===== src/rtl/smcs_pkg.sv =====
// shared types and constants of the scan match candidate scorer
`default_nettype none

package smcs_pkg;

    localparam int KIND_BITS  = 2;
    localparam int CELL_BITS  = 16;
    localparam int VALUE_BITS = 8;
    localparam int SLOT_BITS  = 10;
    localparam int COORD_BITS = 16;
    localparam int HIT_BITS   = 18;
    localparam int SCORE_BITS = 17;
    localparam int IN_BITS    = 104;
    localparam int OUT_BITS   = 40;
    localparam int CFG_IDX_BITS  = 2;
    localparam int CFG_DATA_BITS = 11;
    localparam int DIV_CNT_BITS  = 5;

    localparam logic [KIND_BITS-1:0] KIND_CELL  = 2'd0;
    localparam logic [KIND_BITS-1:0] KIND_POINT = 2'd1;
    localparam logic [KIND_BITS-1:0] KIND_SCORE = 2'd2;

    localparam logic [CFG_IDX_BITS-1:0] CFG_GRID_WIDTH  = 2'd0;
    localparam logic [CFG_IDX_BITS-1:0] CFG_GRID_HEIGHT = 2'd1;
    localparam logic [CFG_IDX_BITS-1:0] CFG_POINT_COUNT = 2'd2;

    typedef struct packed {
        logic load;
        logic start;
        logic scan;
        logic div_init;
        logic div_step;
        logic out_load;
    } ctrl_cmd_t;

    typedef struct packed {
        logic scan_done;
        logic div_done;
        logic out_free;
    } dp_status_t;

endpackage

`default_nettype wire


===== src/rtl/smcs_ctrl.sv =====
// controller state machine of the scan match candidate scorer
`default_nettype none

module smcs_ctrl
    import smcs_pkg::*;
(
    input  wire logic                 aclk,
    input  wire logic                 aresetn,
    input  wire logic                 s_tvalid,
    input  wire logic [KIND_BITS-1:0] in_kind,
    output logic                      s_tready,
    input  wire dp_status_t           status,
    output ctrl_cmd_t                 cmd
);

    localparam logic [1:0] ST_IDLE = 2'd0;
    localparam logic [1:0] ST_SCAN = 2'd1;
    localparam logic [1:0] ST_DIV  = 2'd2;
    localparam logic [1:0] ST_DONE = 2'd3;

    logic [1:0] state_reg;
    logic [1:0] state_next;
    logic       accept;

    assign s_tready = (state_reg == ST_IDLE);
    assign accept   = s_tvalid && s_tready;

    always_comb begin
        state_next = state_reg;
        cmd        = '0;
        unique case (state_reg)
            ST_IDLE: begin
                if (accept) begin
                    if (in_kind == KIND_SCORE) begin
                        cmd.start  = 1'b1;
                        state_next = ST_SCAN;
                    end else begin
                        cmd.load = 1'b1;
                    end
                end
            end
            ST_SCAN: begin
                cmd.scan = 1'b1;
                if (status.scan_done) begin
                    cmd.div_init = 1'b1;
                    state_next   = ST_DIV;
                end
            end
            ST_DIV: begin
                cmd.div_step = 1'b1;
                if (status.div_done) begin
                    state_next = ST_DONE;
                end
            end
            ST_DONE: begin
                if (status.out_free) begin
                    cmd.out_load = 1'b1;
                    state_next   = ST_IDLE;
                end
            end
            default: state_next = ST_IDLE;
        endcase
    end

    always_ff @(posedge aclk) begin
        if (!aresetn) begin
            state_reg <= ST_IDLE;
        end else begin
            state_reg <= state_next;
        end
    end

endmodule

`default_nettype wire


===== config.mk =====
export PLATFORM = sky130hd
export DESIGN_NAME = smcs_ctrl
export DESIGN_NICKNAME = d
export VERILOG_FILES = /design/src/rtl/smcs_pkg.sv /design/src/rtl/smcs_ctrl.sv
export SDC_FILE = /design/constraint.sdc
export NUM_CORES = 1
export LEC_CHECK = 0
export BUFFER_PORTS_ARGS = -buffer_cell sky130_fd_sc_hd__clkbuf_2
export CAP_MARGIN = 25
export CORE_AREA = 2 2 39 41
export CTS_CLUSTER_SIZE = 30
export DETAILED_ROUTE_END_ITERATION = 16
export DIE_AREA = 0 0 41 43
export MAX_ROUTING_LAYER = met4
export PLACE_DENSITY = 0.51
export SYNTH_ARGS = -nofsm -noshare
export SYNTH_HDL_FRONTEND = slang
export SYNTH_SLANG_ARGS = --single-unit

===== constraint.sdc =====
create_clock -name aclk -period 1.5 [get_ports aclk]
set_clock_uncertainty 0.2 [all_clocks]
set_input_delay 0.15 -clock aclk [delete_from_list [all_inputs] [get_ports aclk]]
set_output_delay 0.15 -clock aclk [all_outputs]
set_load 0.005 [all_outputs]

==> results of run 1 <==
[final cells by class]
cell class	count	area [sq um]	area share [%]
Clock buffer	3	22.5	4.49
Timing Repair Buffer	20	131	26.2
Multi-Input combinational cell	21	259	51.6
Tap cell	16	20.0	3.99
Sequential cell	2	47.5	9.48
Inverter	3	21.3	4.24
[placed cells by master (no fill, tap or decap), types with 2 or more instances in the layout]
cell	Yosys	layout
sky130_fd_sc_hd__buf_2	0	2
sky130_fd_sc_hd__buf_4	0	3
sky130_fd_sc_hd__buf_6	0	3
sky130_fd_sc_hd__clkbuf_2	0	11
sky130_fd_sc_hd__clkbuf_4	0	3
sky130_fd_sc_hd__dfxtp_4	0	2
sky130_fd_sc_hd__ha_4	0	4
sky130_fd_sc_hd__inv_6	0	2
sky130_fd_sc_hd__nand2_1	2	2
sky130_fd_sc_hd__nand2b_2	2	2
[worst max-delay path by stage]
stage	to	slack [ns]	depth (start not counted)
finish	cmd[2]	0.02	5
global route	state_reg[0]	-0.03	6
CTS	state_reg[0]	0.00007	6
detailed placement	state_reg[0]	-0.06	6
global placement	state_reg[0]	-0.04	6
floorplan	state_reg[0]	0.005	6
[repair_timing]
| item | in CTS | in global routing |
|---|---|---|
| hold endpoints to repair | 1 | 0 |
| resized for setup | 14 | 15 |
| buffers inserted | 0 | 2 |
| setup endpoints to repair | 5 | 5 |
| hold buffers | 1 | 0 |
| pin swaps | 1 | 5 |
[cell families after synthesis]
| family | count (synthesis) |
|---|---|
| adder cells (fa/ha/maj) | 5 |
| AND/OR/NAND/NOR | 11 |
| flip-flops | 2 |
| AO/OA/AOI/OAI | 4 |
| multiplexers | 1 |
| buffers and inverters | 3 |
[metrics by stage]
step / area [sq um] / setup TNS [ns] / util, % / power, W
after floorplan: 231 / 0 / - / 0.000173
after global placement: 352 / -0.0631 / 25.4 / 0.000249
after detailed placement: 352 / -0.107 / 25.4 / 0.000251
after CTS: 429 / 0 / 31.0 / 0.000417
after global routing: 502 / -0.120 / 36.3 / 0.000504
final: 502 / 0 / 36.3 / 0.000467
[worst register-to-register path, stage by stage, from the launching register on]
cell                        delay, ns
sky130_fd_sc_hd__dfxtp_4         0.35
sky130_fd_sc_hd__buf_6           0.12
sky130_fd_sc_hd__ha_4            0.15
sky130_fd_sc_hd__inv_2           0.06
sky130_fd_sc_hd__o2111ai_4       0.13
sky130_fd_sc_hd__o31a_1          0.25
sky130_fd_sc_hd__o21a_1          0.09
[where the power goes]
| part | switching, W | total, W | internal (W) |
|---|---|---|---|
| clock network | 0.0000309 | 0.000119 | 0.0000882 |
| logic | 0.000110 | 0.000262 | 0.000152 |
| registers | 0.0000194 | 0.0000854 | 0.0000660 |
| total | 0.000160 | 0.000467 | 0.000306 |
[layer usage]
metal | wire length, um | vias up
met3 | 61 | 0
met2 | 329 | 9
met4 | 0 | 0
li1 | - | 132
met1 | 220 | 120
met5 | 0 | -
==> impl_metrics.ini, run 1 <==
[run]
cap_violations = 0

[critical_path]
r2r_setup_slack_ns = 0.03
timing.critical_path.cells = inv_6 -> ha_4 -> buf_6 -> and2_4 -> buf_6
cp_common_cell = sky130_fd_sc_hd__buf_6
rr_worst_depth = 6
worst-endpoint-arrival_ns = 1.13
setup.worst_path.start_class = flop
worstPathMaxFanout = 3
timing.critical_path.to_type = output port
worst_r2r_start = state_reg[1]
worst_path_dominant_cell_family = flip-flops
worst-setup-path-type = flop to output port
timing.critical_path.from = state_reg[1]
critical_path_max_stage_delay_ns = 0.37
cp_num_buf_inv = 3
timing.rr.end = state_reg[0]
slowest_stage = sky130_fd_sc_hd__dfxtp_4
worst-endpoint-required_ns = 1.15

[synth]
asyncSetResetFlopFracSynth_pct = 0
ys_seq_area_share_pct = 17.5
most_numerous_cell_in_the_yosys_netlist = sky130_fd_sc_hd__ha_1
synthDominantCellAreaShare_pct = 27.3
synth_area_per_cell_sq_um = 8.81
synth_mux_area_share_pct = 4.37
ys_dominant_reg_cell = sky130_fd_sc_hd__dfxtp_1
area_fraction_in_compound_gates_after_synthesis_pct = 17.5
ys_types = 16
synth_top_cell_by_area = sky130_fd_sc_hd__ha_1
yosys.area_share.simple_pct = 28.4
synth_warn = 0
synth_top_family_by_area = simple AND/OR/NAND/NOR gates
synthCells = 26
synth.net_count = 39
synth_enable_flop_cells = 0
adder_cell_share_of_the_synthesized_area_pct = 27.3
syn-cell-area_sq_um = 229
synth-seq-cells = 2
yosys-top-cells-area = sky130_fd_sc_hd__ha_1, sky130_fd_sc_hd__dfxtp_1, sky130_fd_sc_hd__nand2b_2
synth_xor_area_share_pct = 0

[final_layout]
insertedDiodeCount = 0
filler_cell_count = 147
layout-drive-gt1-share_pct = 81.6
largest_register_ffs = 2
design.final.nets = 64
areaGrowthSynthToFinish_pct = 119
finish.cell_count_without_fillers = 65

[power_and_ir_drop]
p_leak_nw = 0.220
ir_drop_uv = 407
cellPowerDensity_nw_per_um2 = 930

[grt]
grt_first_pass_wirelength_um = 959
maximum_number_of_pins_on_one_net_before_global_route_repair = 5
antenna_found_initial = 0
globalRouteMet1Util_pct = 6.71
first_global_vias = 245
gr-total-overflow = 0
grt-busiest-layer = met2
global_route.usage.met3_pct = 7.85
grtUsageTotal_pct = 8.73
m2_gr_usage_pct = 14.4

[die]
row_count = 14
dieArea_sq_um = 1760
pin_count = 15
coreArea_sq_um = 1380
die_width_um = 41
start_util_pct = 16.5
chipHeight_um = 43

[placed_design]
hpwlAfterDp_um = 450
gpl.final_weighted_congestion = 0.669
number_of_port_buffers = 14
preCtsSetupSlack_ns = -0.0629
placed_cells_incl_taps = 60

[sta]
count_of_final_setup_violators = 0
finalHoldViolCount = 0
rsz0062_at_grt = yes
timing.max_slew.rel_slack_pct = 87.3
clock.fmax_mhz = 674
period_needed_ns = 1.48
fin_ws_ns = 0.0161
final.hold.worst_slack_ns = 0.169
timing_worst_slew_pin_value_ns = 0.190
finalCritPeriodShare_pct = 98.9
timing_max_transition_violations_final = 0

[clock_tree]
cts_htree_levels = 1
clk_pin_slew_worst_paths_ns = 0.03
clock-sinks = 2
ctsLongestPathBuffers = 2
clock_latency_ns = 0.23
tritoncts.num_buffers = 3
cts_root_buf = sky130_fd_sc_hd__clkbuf_4
cts_tree = yes

[outcome]
status = completed

[worst_hold_path]
hold_path_depth = 4
hold_start = in_kind[1]
min_delay_worst_endpoint = state_reg[1]
hold_path.class = primary input to flop

[detailed_routing]
route.final.wire_length_um = 611
detailroute.via_count = 261
wl_per_cell_um = 9.40
vias_per_cell = 4.02
drc_errors = 0
drt-initial-drc-count = 2
detailed_router_iteration_count_before_antenna_repair = 4
antenna_violating_nets_post_route = 0
(Power assumes the default switching activity.)
==> run 2, diff against run 1 <==
--- a/config.mk
+++ b/config.mk
@@ -5,6 +5,7 @@
 export SDC_FILE = /design/constraint.sdc
 export NUM_CORES = 1
 export LEC_CHECK = 0
+export ABC_AREA = 1
 export BUFFER_PORTS_ARGS = -buffer_cell sky130_fd_sc_hd__clkbuf_2
 export CAP_MARGIN = 25
 export CORE_AREA = 2 2 39 41
@@ -12,7 +13,7 @@
 export DETAILED_ROUTE_END_ITERATION = 16
 export DIE_AREA = 0 0 41 43
 export MAX_ROUTING_LAYER = met4
-export PLACE_DENSITY = 0.51
+export PLACE_DENSITY = 0.52
 export SYNTH_ARGS = -nofsm -noshare
 export SYNTH_HDL_FRONTEND = slang
 export SYNTH_SLANG_ARGS = --single-unit
==> impl_metrics.ini, run 2 <==
[critical_path]
slowest_stage = sky130_fd_sc_hd__dfxtp_4
worstPathMaxFanout = 4
worst-endpoint-required_ns = 1.15
worstSetupPathDepth = 5
worst-setup-path-type = flop to output port
worst_path_dominant_cell_family = flip-flops
timing.critical_path.from = state_reg[0]
critical_path_max_stage_delay_ns = 0.35
timing.critical_path.cells = inv_4 -> ha_4 -> nand3_4 -> a21oi_2 -> buf_2
setup.worst_path.start_class = flop
worst_setup_path_endpoint = cmd[5]
r2r_setup_slack_ns = 0.11
timing.rr.end = state_reg[0]
timing.critical_path.to_type = output port
rr_worst_depth = 8
cp_num_buf_inv = 2
worst-endpoint-arrival_ns = 1.08
worst_r2r_start = state_reg[0]

[sta]
count_of_final_setup_violators = 0
finalCritPeriodShare_pct = 95.7
finalHoldViolCount = 0
fin_ws_ns = 0.0652
timing_worst_slew_pin_value_ns = 0.134
final.hold.worst_slack_ns = 0.230
clock.fmax_mhz = 697
timing_max_transition_violations_final = 0
timing.max_slew.rel_slack_pct = 91.0
period_needed_ns = 1.43
rsz0062_at_grt = yes

[final_layout]
layout-drive-gt1-share_pct = 54.2
areaGrowthSynthToFinish_pct = 78.7
insertedDiodeCount = 0
largest_register_ffs = 2
design.final.nets = 74
most_common_cell_after_layout_fill_and_taps_aside = sky130_fd_sc_hd__clkbuf_2
final_cell_mix = sky130_fd_sc_hd__clkbuf_2, sky130_fd_sc_hd__nand2_1, sky130_fd_sc_hd__inv_1

[synth]
yosys-top-cells-area = sky130_fd_sc_hd__ha_1, sky130_fd_sc_hd__dfxtp_1, sky130_fd_sc_hd__inv_1
ys_seq_area_share_pct = 16.2
synth_top_cell_by_area = sky130_fd_sc_hd__ha_1
syn-cell-area_sq_um = 246
synth_enable_flop_cells = 0
ys_dominant_reg_cell = sky130_fd_sc_hd__dfxtp_1
synth.net_count = 53
most_instantiated_cells_after_synthesis = sky130_fd_sc_hd__inv_1, sky130_fd_sc_hd__nand2_1, sky130_fd_sc_hd__ha_1
synth_warn = 0
synthCells = 40
synth-seq-cells = 2
synth_area_per_cell_sq_um = 6.16
synthDominantCellAreaShare_pct = 25.4
asyncSetResetFlopFracSynth_pct = 0
ys_types = 9

[die]
row_count = 14
dieArea_sq_um = 1760
pin_count = 15
coreArea_sq_um = 1380
chipHeight_um = 43
die_width_um = 41
start_util_pct = 17.8

[placed_design]
gpl.final_weighted_congestion = 0.645
preCtsSetupSlack_ns = 0.00951
number_of_port_buffers = 14
hpwlAfterDp_um = 435

[grt]
gr-total-overflow = 0
grt_first_pass_wirelength_um = 1010
antenna_found_initial = 0
maximum_number_of_pins_on_one_net_before_global_route_repair = 5
grtUsageTotal_pct = 8.93
first_global_vias = 277

[detailed_routing]
vias_per_cell = 3.84
wl_per_cell_um = 7.77
detailroute.via_count = 288
drc_errors = 0
detailed_router_iteration_count_before_antenna_repair = 2
drt-initial-drc-count = 3
antenna_violating_nets_post_route = 0
route.final.wire_length_um = 583

[clock_tree]
tritoncts.num_buffers = 3
clock_latency_ns = 0.23
cts_tree = yes
ctsLongestPathBuffers = 2
clk_pin_slew_worst_paths_ns = 0.03
cts_root_buf = sky130_fd_sc_hd__clkbuf_4
clock-sinks = 2
cts_htree_levels = 1

[power_and_ir_drop]
p_leak_nw = 0.248
ir_drop_uv = 543
cellPowerDensity_nw_per_um2 = 2060

[worst_hold_path]
hold_path.class = primary input to flop

[run]
cap_violations = 0

[outcome]
status = completed
==> run 2: what timing repair did <==
| action | CTS | global route |
|---|---|---|
| pin swaps | 0 | 4 |
| endpoints found under the hold margin | 2 | 0 |
| resized for setup | 10 | 11 |
| setup buffers | 0 | 1 |
| hold buffers | 1 | 0 |
| setup endpoints to repair | 3 | 5 |
==> run 2: cell families (layout without fill, tap and decap cells) <==
group	Yosys count	count (layout)	share of synthesized area, %
AND/OR/NAND/NOR	20	20	37.1
buffers and inverters	10	29	15.2
adder cells (fa/ha/maj)	5	5	25.4
AO/OA/AOI/OAI	3	3	6.09
flip-flops	2	2	16.2
==> run 2: power breakdown <==
group | leakage [nW] | internal (W) | switching (W)
Combinational | 0.216 | 0.000312 | 0.000324
Clock | 0.0138 | 0.0000883 | 0.0000312
Sequential | 0.0178 | 0.000100 | 0.0000505
==> run 2: routing by layer <==
layer  vias up  share of wire (%)  GRT usage (%)
li1        157                  -              -
met1       119                 45           8.95
met2        10                 47           12.8
met3         2                5.8           4.71
met4         0                1.4           6.00
met5         -                  0              -
==> run 2: area by class of cell <==
type / instances / area (sq um)
Timing Repair Buffer: 16 / 87.6
Fill cell: 157 / 943
Tap cell: 16 / 20.0
Inverter: 10 / 45.0
Multi-Input combinational cell: 28 / 218
Sequential cell: 2 / 47.5
Clock buffer: 3 / 22.5
==> run 2: worst min path at each step <==
stage	from	endpoint	slack, ns	cells after the start
3_3_place_gp	aresetn	state_reg[1]	0.18	3
6_report	status[1]	state_reg[1]	0.23	7
5_1_grt	in_kind[1]	state_reg[0]	0.27	5
2_1_floorplan	aresetn	state_reg[1]	0.07	2
4_1_cts	in_kind[1]	state_reg[0]	0.21	6
3_5_place_dp	aresetn	state_reg[0]	0.18	3
==> run 2: tightest hold or removal path: stages <==
cell and delay [ns]:
sky130_fd_sc_hd__clkbuf_2 0.08, sky130_fd_sc_hd__inv_1 0.04, sky130_fd_sc_hd__nand2_1 0.05, sky130_fd_sc_hd__nand2_2 0.08
sky130_fd_sc_hd__nor2_4 0.05, sky130_fd_sc_hd__a21oi_1 0.11, sky130_fd_sc_hd__nor2_1 0.05
==> run 2: per-stage QoR <==
| stage | instance area, sq um | total power [W] | utilization, % | setup TNS [ns] | std cells |
|---|---|---|---|---|---|
| 3_3_place_gp | 337 | 0.000563 | 24.3 | 0 | 70 |
| 2_1_floorplan | 246 | 0.000429 | - | 0 | 40 |
| 4_1_cts | 402 | 0.000789 | 29.0 | 0 | 74 |
| 6_report | 440 | 0.000907 | 31.8 | 0 | 75 |
| 5_1_grt | 440 | 0.00101 | 31.8 | -0.0274 | 75 |
| 3_5_place_dp | 337 | 0.000565 | 24.3 | 0 | 70 |
==> run 3, diff against run 2 <==
==> constraint.sdc (replaced) <==
create_clock -name aclk -period 1.5 [get_ports aclk]
set_clock_uncertainty 0.2 [all_clocks]
set_input_delay 0.375 -clock aclk [delete_from_list [all_inputs] [get_ports aclk]]
set_output_delay 0.375 -clock aclk [all_outputs]
set_load 0.005 [all_outputs]
==> impl_metrics.ini, run 3 (synthesis gave the netlist of run 2 again) <==
[critical_path]
rr_worst_depth = 9
worst_setup_path_endpoint = cmd[2]
worst-setup-path-type = flop to output port
timing.critical_path.to_type = output port
timing.rr.end = state_reg[0]
r2r_setup_slack_ns = 0.04
worst-endpoint-arrival_ns = 1.09
setup.worst_path.start_class = flop
worst_r2r_start = state_reg[0]
worst-endpoint-required_ns = 0.92
worstPathMaxFanout = 3
timing.critical_path.from = state_reg[1]

[grt]
grtUsageTotal_pct = 10.5
grt_first_pass_wirelength_um = 1150
first_global_vias = 304
antenna_found_initial = 0
gr-total-overflow = 0
maximum_number_of_pins_on_one_net_before_global_route_repair = 5

[sta]
fin_ws_ns = -0.161
count_of_final_setup_violators = 7
finalHoldViolCount = 0
timing_max_transition_violations_final = 0
rsz0062_at_grt = yes
timing_worst_slew_pin_value_ns = 0.132
clock.fmax_mhz = 602
finalCritPeriodShare_pct = 111
setup_tns_ns = -0.787
final.hold.worst_slack_ns = 0.164
period_needed_ns = 1.66
timing.max_slew.rel_slack_pct = 91.2

[final_layout]
final_design_area_no_fill_sq_um = 510
filler_cell_count = 155
area_of_the_multi_input_gates_sq_um = 253
most_common_cell_after_layout_fill_and_taps_aside = sky130_fd_sc_hd__clkbuf_2
final_cell_mix = sky130_fd_sc_hd__clkbuf_2, sky130_fd_sc_hd__nand2_1, sky130_fd_sc_hd__inv_1
layout-drive-gt1-share_pct = 62.5
finish.cell_count_without_fillers = 80
insertedDiodeCount = 0
register_area_sq_um = 42.5
largest_register_ffs = 2
areaGrowthSynthToFinish_pct = 107
design.final.nets = 79

[clock_tree]
cts_root_buf = sky130_fd_sc_hd__clkbuf_4
cts_htree_levels = 1
clock_latency_ns = 0.22
ctsLongestPathBuffers = 2
cts_tree = yes
clk_pin_slew_worst_paths_ns = 0.03
clock-sinks = 2
postCtsHoldBufs = 0
tritoncts.num_buffers = 3

[die]
chipHeight_um = 43
start_util_pct = 17.8
die_width_um = 41
row_count = 14
dieArea_sq_um = 1760
coreArea_sq_um = 1380
pin_count = 15

[placed_design]
gpl.final_weighted_congestion = 0.736
preCtsSetupSlack_ns = 0.00757
detailed_place.area_sq_um = 359
placed_cells_incl_taps = 73
number_of_port_buffers = 14
hpwlAfterDp_um = 469

[detailed_routing]
drc_errors = 0
detailroute.via_count = 310
vias_per_cell = 3.88
wl_per_cell_um = 8.74
drt-initial-drc-count = 2
antenna_violating_nets_post_route = 0
route.final.wire_length_um = 699
detailed_router_iteration_count_before_antenna_repair = 4

[power_and_ir_drop]
ir_drop_uv = 669
p_leak_nw = 0.275
cellPowerDensity_nw_per_um2 = 2210

[run]
cap_violations = 0

[worst_hold_path]
hold_path.class = primary input to flop

[outcome]
status = finished with violations
violations = setup timing
==> run 3: changes by cell type in the layout (fill, tap and decap cells not counted), sizes merged <==
cell	before	now
buf	3	8
clkbuf	15	16
dlygate4sd3	1	0
==> run 3: worst min path at each step <==
stage / startpoint / to / slack (ns) / cells after the start
floorplan: aresetn / state_reg[1] / 0.30 / 2
global placement: state_reg[1] / state_reg[1] / 0.38 / 3
detailed placement: state_reg[0] / state_reg[0] / 0.38 / 3
CTS: aresetn / state_reg[0] / 0.16 / 3
global route: aresetn / state_reg[1] / 0.18 / 3
finish: aresetn / state_reg[0] / 0.16 / 3
==> run 3: where the power goes <==
group          total (W)  internal (W)  switching, W
sequential      0.000119     0.0000889     0.0000299
combinational   0.000891      0.000471      0.000421
clock           0.000116     0.0000880     0.0000283
==> run 3: layer usage <==
layer  vias to the layer above  global-route usage (%)  share of wire (%)
li1                        166                       -                  -
met1                       134                    8.97                 36
met2                        10                    17.5                 59
met3                         0                    1.57                4.7
met4                         0                    10.0                  0
met5                         -                       -                  0
==> run 3: per-stage QoR <==
| stage | power (W) | util, % |
|---|---|---|
| 2_1_floorplan | 0.000429 | - |
| 3_3_place_gp | 0.000633 | 25.9 |
| 3_5_place_dp | 0.000631 | 25.9 |
| 4_1_cts | 0.00101 | 34.9 |
| 5_1_grt | 0.00124 | 36.9 |
| 6_report | 0.00113 | 36.9 |
==> run 3: area by class of cell <==
cell class                 instances  share of cell area (%)
clock buffer                       3                    4.41
inverter                          10                    8.33
tap                               16                    3.92
sequential                         2                    8.33
timing repair buffer              21                    25.5
multi-input combinational         28                    49.5
==> run 3: timing repair <==
item | CTS | global route
buffers inserted | 2 | 2
endpoints found under the setup margin | 7 | 9
cloned | 0 | 0
pin swaps | 3 | 2
resized for setup | 20 | 4
==> run 3: critical path, stage by stage (launching register included) <==
cell and delay (ns):
sky130_fd_sc_hd__dfxtp_2 0.34, sky130_fd_sc_hd__inv_4 0.05, sky130_fd_sc_hd__buf_4 0.13, sky130_fd_sc_hd__ha_4 0.16
sky130_fd_sc_hd__nand2_2 0.05, sky130_fd_sc_hd__inv_1 0.03, sky130_fd_sc_hd__clkbuf_2 0.10
